### config.mk
export PLATFORM = sky130hd
export DESIGN_NAME = ufr_ram
export DESIGN_NICKNAME = d
export VERILOG_FILES = /design/src/sv/ufr_ram.sv
export SDC_FILE = /design/constraint.sdc
export NUM_CORES = 1
export LEC_CHECK = 0
export ABC_AREA = 0
export BUFFER_PORTS_ARGS = -buffer_cell sky130_fd_sc_hd__buf_2
export CAP_MARGIN = 10
export CORE_UTILIZATION = 57
export CTS_BUF_LIST = sky130_fd_sc_hd__clkbuf_8
export DETAILED_ROUTE_END_ITERATION = 8
export GPL_TIMING_DRIVEN = 1
export HOLD_SLACK_MARGIN = 0.05
export PLACE_DENSITY = 0.8
export SETUP_SLACK_MARGIN = 0.4
export SYNTH_ARGS = -nofsm -noshare
export SYNTH_HDL_FRONTEND = slang
export SYNTH_SLANG_ARGS = --single-unit
### constraint.sdc
create_clock -name clk -period 1.94 [get_ports clk]
set_clock_uncertainty 0.15 [all_clocks]
set_input_delay 0.291 -clock clk [delete_from_list [all_inputs] [get_ports clk]]
set_output_delay 0.291 -clock clk [all_outputs]
set_load 0.05 [all_outputs]
### src/sv/ufr_ram.sv
`default_nettype none
// ----------------------------------------------------------------------------
// ufr_ram
// Generic simple dual-port RAM: one write port, one read port, read data
// registered (old data on a same-address collision).
// ----------------------------------------------------------------------------
module ufr_ram #(
  parameter int WIDTH = 8,
  parameter int DEPTH = 16
) (
  input  wire logic                     clk,
  input  wire logic                     we,
  input  wire logic [$clog2(DEPTH)-1:0] waddr,
  input  wire logic [WIDTH-1:0]         wdata,
  input  wire logic [$clog2(DEPTH)-1:0] raddr,
  output logic      [WIDTH-1:0]         rdata
);

  logic [WIDTH-1:0] mem [DEPTH];

  // Write and registered read.
  always_ff @(posedge clk) begin
    if (we) begin
      mem[waddr] <= wdata;
    end
    rdata <= mem[raddr];
  end

endmodule
`default_nettype wire

==> results.toml, run 1 <==
[sta]
fmax_mhz = 675
fin_crit_ns = 1.48
tns_ns = 0
setup_viol = 0
final.period_utilization_pct = 76.4
relSlewSlack_pct = 71.0
setup_slack_ns = 0.458
slew_violations = 0
hold_viol = 0
tightest_slew_ns = 0.434
rsz0062_at_grt = "no"

[worst_setup_path]
cp_slowest_cell = "dfxtp_1"
cp.arrival_ns = 1.04
critPathKind = "reg -> out"
r2r-start = "mem[1][3]$_DFFE_PP_"
end_kind = "output port"
path_max_fanout = 1
rrSetupSlack_ns = 0.46
rr_worst_depth = 3
r2r_end = "rdata[3]$_DFF_P_"
crit_buf_inv = 1
start_kind = "flip-flop"
path_cells = "buf_2"
crit_required_ns = 1.50
crit_family = "flip-flops"
critical_path.max_stage_delay_ns = 0.35

[clocking]
clk_latency_ns = 0.42
clock-sinks = 136
clkTransAtPathRegs_ns = 0.08
cts_tree = "done"
cts_buffers = 17
clk_path_buf_depth = 2
htreeDepth = 4
cts_hold_buf = 0
clockRootBuffer = "clkbuf_8"

[run]
max_cap_violations = 0

[floorplan]
die_area_mm2 = 0.00941
core.rowCount = 34
die_height_um = 97.0
start_util_pct = 59.0
core_mm2 = 0.00872
ios = 26
die_w_um = 97.0

[synth]
yosysSeqAreaShare_pct = 77.8
synth_compound_area_share_pct = 2.33
synth_top_cell_by_area = "edfxtp_1"
synthCells = 229
yosysUniqueCellTypes = 19
yosys.area_share.simple_pct = 3.18
synth_top_family_by_area = "multiplexers"
synth_area_per_cell_um2 = 22.5
synth_seq_cells = 136
synth_warnings = 0
synth_area_leaders = "edfxtp_1 (75%), mux4_2 (7.9%), mux4_1 (7.1%)"
syn_area_mm2 = 0.00515
syn_nets = 247
synth-xor-area-share_pct = 0
synth.mux.area_fraction_pct = 15.0
yosys.area.top_type_share_pct = 74.7
synth_fa_ha_area_share_pct = 0

[hold_path]
hold_path_class = "in -> reg"
whs_endpoint = "mem[12][3]$_DFFE_PP_"
whs_path_depth = 1
min-delay-start = "wdata[3]"

[detailed_routing]
vias = 2458
route.final.wire_length_um = 9200
drc = 0
dr.pass1.iters = 4
viasPerCell = 6.07
antenna_left = 0
wl_per_cell_um = 22.7
drt_iter0_markers = 158

[grt]
grt_max_degree = 33
antenna_found_initial = 0
grt_pass1_wl_um = 14000
grt_pass1_vias = 2475
grt_use_total_pct = 21.2
grt-ovfl-total = 0

[layout]
synthToLayoutAreaGrowth_pct = 14.9
num_antenna_cells = 0
drive_above_1_share_pct = 34.3
final_area_mm2 = 0.00591
final_nets = 302
fin_cells = 405

[power]
p_leak_nw = 1.98
cellPowerDensity_mw_per_mm2 = 958
peakVddDrop_uv = 525

[placed_design]
portBuffers = 25
post-place-cells = 373
gp_congestion = 0.715
dp_hpwl_um = 5910
dp_slack_ns = 0.0643
dpl_cell_area_mm2 = 0.00555

[run_status]
status = "complete, no violations"
[how the worst max path moves through the flow]
| stage | from | end | slack (ns) | cells past startpoint |
|---|---|---|---|---|
| after floorplan | raddr[0] | rdata[1]$_DFF_P_ | 0.36 | 5 |
| after global placement | raddr[0] | rdata[4]$_DFF_P_ | 0.08 | 5 |
| after detailed placement | raddr[0] | rdata[4]$_DFF_P_ | 0.06 | 5 |
| after CTS | mem[9][4]$_DFFE_PP_ | rdata[4]$_DFF_P_ | 0.40 | 3 |
| after global routing | rdata[4]$_DFF_P_ | rdata[4] | 0.40 | 1 |
| final | rdata[4]$_DFF_P_ | rdata[4] | 0.46 | 1 |
[kinds of logic (layout without fill, tap and decap cells)]
family,after synthesis,in the layout
mux,32,32
compound gates,16,16
simple gates,35,35
flops,136,136
buf+inv,10,78
[metal layers]
layer / share of wire (%) / wire length (um) / up-vias / global-route usage, %
li1: - / - / 1080 / -
met1: 42 / 3910 / 1274 / 29.1
met2: 50 / 4560 / 90 / 32.3
met3: 6.2 / 569 / 14 / 5.27
met4: 1.8 / 166 / 0 / 10.4
met5: 0 / 0 / - / 0
[power by group]
group / switching, mW / total, mW / internal, mW / leakage (nW)
combinational: 0.238 / 0.377 / 0.140 / 0.603
clock: 1.01 / 1.99 / 0.982 / 0.157
sequential: 0.0209 / 3.30 / 3.28 / 1.22
total: 1.27 / 5.67 / 4.40 / 1.98
[layout make-up]
class	instances	area, um2
Clock inverter	15	113
Fill cell	537	2810
Sequential cell	136	4000
Tap cell	108	135
Multi-Input combinational cell	83	1110
Clock buffer	17	234
Timing Repair Buffer	46	320
[stage by stage]
stage          power (mW)  utilization, %  hold WS (ns)
2_1_floorplan        3.60               -         0.240
3_3_place_gp         3.73            63.7         0.500
3_5_place_dp         3.75            63.7         0.517
4_1_cts              5.71            67.6        0.0800
5_1_grt              5.84            67.8        0.0907
6_report             5.67            67.8        0.0986
[placed cells by master, fill, tap and decap left out, drive strengths merged]
cell,count
clkbuf,17
nor3,4
clkinv,8
nand2b,2
buf,46
bufinv,1
mux4,32
clkinvlp,6
nor2b,1
and2b,1
or3b,1
a22oi,16
dfxtp,8
nand2,9
nand3,1
and2,1
edfxtp,128
nand3b,2
nor2,13
[flip-flops by register name, indices dropped and copies added, names as in the netlist]
name / cells
rdata: 8
mem: 128
[timing repair]
item | CTS | global route
setup buffers | 0 | 0
hold endpoints to repair | 0 | 0
gates resized for setup | 0 | 3
endpoints found under the setup margin | 0 | 3
[Yosys cell counts, drive strengths merged]
cell and count:
clkdlybuf4s25 3, nand3b 2, nor2 13, buf 7
dfxtp 8, nor3 4, or3b 1, nand3 1
a22oi 16, edfxtp 128, mux4 32, nand2b 2
nand2 9, and2b 1, and2 1, nor2b 1
Power figures use the tool's default switching activity.
==> run 2: changes to the inputs <==
ABC_AREA = 1   (was 0)
clock period = 1.3 ns   (was 1.94 ns; I/O delays follow)
==> results.toml, run 2 <==
[grt]
grt_pass1_wl_um = 20300
grt-ovfl-total = 0
antenna_found_initial = 0
grt_use_total_pct = 27.9
grt_max_degree = 33
grt_pass1_vias = 3962

[floorplan]
die_w_um = 103
ios = 26
core.rowCount = 36
core_mm2 = 0.00977
die_area_mm2 = 0.0105
die_height_um = 103
start_util_pct = 59.0

[power]
swShare_pct = 24.5
clkPwrFrac_pct = 35.4
p_leak_nw = 3.03
peakVddDrop_uv = 927
pwr-share-seq_pct = 54.3
power_frac_comb_pct = 10.3
intPower_mw = 6.89
cellPowerDensity_mw_per_mm2 = 1270
p_sw_mw = 2.24

[placed_design]
portBuffers = 25
dp_hpwl_um = 8230
post-place-cells = 710
gp_congestion = 0.952
dpl_cell_area_mm2 = 0.00633

[detailed_routing]
route.final.wire_length_um = 13500
drc = 0
dr.pass1.iters = 5
drt_iter0_markers = 292
viasPerCell = 5.34
antenna_left = 0
vias = 3965
wl_per_cell_um = 18.1

[clocking]
clockRootBuffer = "clkbuf_8"
clk_path_buf_depth = 2
clkTransAtPathRegs_ns = 0.07
cts_tree = "done"
htreeDepth = 4
cts_hold_buf = 1
clk_latency_ns = 0.44
cts_buffers = 17
clock-sinks = 136

[layout]
final_area_mm2 = 0.00717
regMostFlops = "mem"
final_cell_mix = "nand2_1 (149), edfxtp_1 (128), inv_1 (93)"
reg.largest.list = "mem x128, rdata x8"
final_nets = 616
num_antenna_cells = 0
finalCoreUtilization_pct = 73.3
synthToLayoutAreaGrowth_pct = 24.3
final_common_cell = "nand2_1"
drive_above_1_share_pct = 31.8
fin_cells = 743
largest_reg_flops = 128

[synth]
synth_area_per_cell_um2 = 10.5
synth_fa_ha_area_share_pct = 0
synth_area_leaders = "edfxtp_1 (67%), nand2_1 (11%), nand3_1 (8.4%)"
synth-xor-area-share_pct = 0
yosys.area_share.simple_pct = 21.0
yosysSeqAreaShare_pct = 69.4
synth_edf_count = 128
synth_warnings = 0
yosysUniqueCellTypes = 12
synthCells = 551
syn_area_mm2 = 0.00577
async_flop_share_pct = 0
synth_seq_cells = 136
syn_nets = 569
synth_compound_area_share_pct = 0
synth_top_cell_by_area = "edfxtp_1"
yosysMostFrequentCell = "nand2_1"
synth_common_cells = "nand2_1 (173), edfxtp_1 (128), inv_1 (100), nand3_1 (97), nor2_1 (17)"
synth_top_family_by_area = "simple AND/OR/NAND/NOR gates"
yosys.area.top_type_share_pct = 66.7
ys.flop_type = "edfxtp_1"
synth.mux.area_fraction_pct = 0

[worst_setup_path]
critical_path.max_stage_delay_ns = 0.36
critPathKind = "reg -> out"
rrSetupSlack_ns = 0.18
r2r_end = "rdata[6]$_DFF_P_"
crit_family = "flip-flops"
crit_buf_inv = 1
r2r-start = "mem[2][6]$_DFFE_PP_"
path_depth = 1
cp_slowest_cell = "dfxtp_2"
start_kind = "flip-flop"
end_kind = "output port"
cp.arrival_ns = 0.94
cp-endpoint = "rdata[2]"
rr_worst_depth = 6
path_max_fanout = 1
path_cells = "buf_8"
crit_path_start = "rdata[2]$_DFF_P_"
crit_required_ns = 0.95

[sta]
slew_violations = 0
hold_viol = 0
setup_viol = 0
relSlewSlack_pct = 69.3
fin_crit_ns = 1.29
final.period_utilization_pct = 99.0
tns_ns = 0
rsz0062_at_grt = "yes"
fmax_mhz = 777
tightest_slew_ns = 0.461

[run]
max_cap_violations = 0

[hold_path]
hold_path_class = "in -> reg"

[run_status]
status = "complete, no violations"
[run 2: final cells by class]
cell class	count	area, um2
clock buffer	17	234
tap	133	166
timing repair buffer	52	508
sequential	136	4010
inverter	102	395
clock inverter	14	134
multi-input combinational	289	1710
fill	645	2610
[run 2: through the flow]
| step | hold WS [ns] | power [mW] | worst slack, ns |
|---|---|---|---|
| 6_report | 0.0361 | 9.12 | 0.0129 |
| 5_1_grt | 0.0194 | 9.40 | -0.0271 |
| 4_1_cts | 0.0265 | 9.05 | 0.00203 |
| 3_5_place_dp | 0.343 | 5.81 | -0.166 |
| 3_3_place_gp | 0.343 | 5.79 | -0.0984 |
| 2_1_floorplan | 0.144 | 5.54 | 0.0814 |
[run 2: cells by family (layout without fill, tap and decap cells)]
kind of cell / Yosys count / after routing
DFF: 136 / 136
and+or+nand+nor: 289 / 289
buffers and inverters: 126 / 185
[run 2: per-layer routing]
layer	share of wire [%]	wire (um)	global-route usage (%)
met3	5.7	769	6.71
met2	51	6920	44.9
met4	3.0	398	15.7
met5	0	0	0
met1	40	5380	34.9
[run 2: power groups by stage]
| stage | logic [mW] | clock network (mW) | registers (mW) |
|---|---|---|---|
| 5_1_grt | 1.01 | 3.44 | 4.95 |
| 4_1_cts | 0.868 | 3.23 | 4.95 |
| 3_3_place_gp | 0.758 | 0 | 5.03 |
| 6_report | 0.942 | 3.23 | 4.95 |
| 2_1_floorplan | 0.416 | 0 | 5.13 |
| 3_5_place_dp | 0.773 | 0 | 5.04 |
[run 2: what timing repair did]
item,CTS,global route
endpoints found under the setup margin,72,93
pin swaps,33,34
endpoints found under the hold margin,54,60
resized for setup,54,56
buffers inserted,1,0
[run 2: worst min-delay path by stage]
| stage | endpoint | depth (start not counted) | from | slack [ns] |
|---|---|---|---|---|
| floorplan | mem[0][0]$_DFFE_PP_ | 0 | wdata[0] | 0.14 |
| global placement | rdata[6]$_DFF_P_ | 3 | raddr[3] | 0.34 |
| detailed placement | rdata[6]$_DFF_P_ | 3 | raddr[3] | 0.34 |
| CTS | mem[0][4]$_DFFE_PP_ | 1 | wdata[4] | 0.03 |
| global route | mem[5][0]$_DFFE_PP_ | 1 | wdata[0] | 0.02 |
| finish | mem[0][4]$_DFFE_PP_ | 1 | wdata[4] | 0.04 |
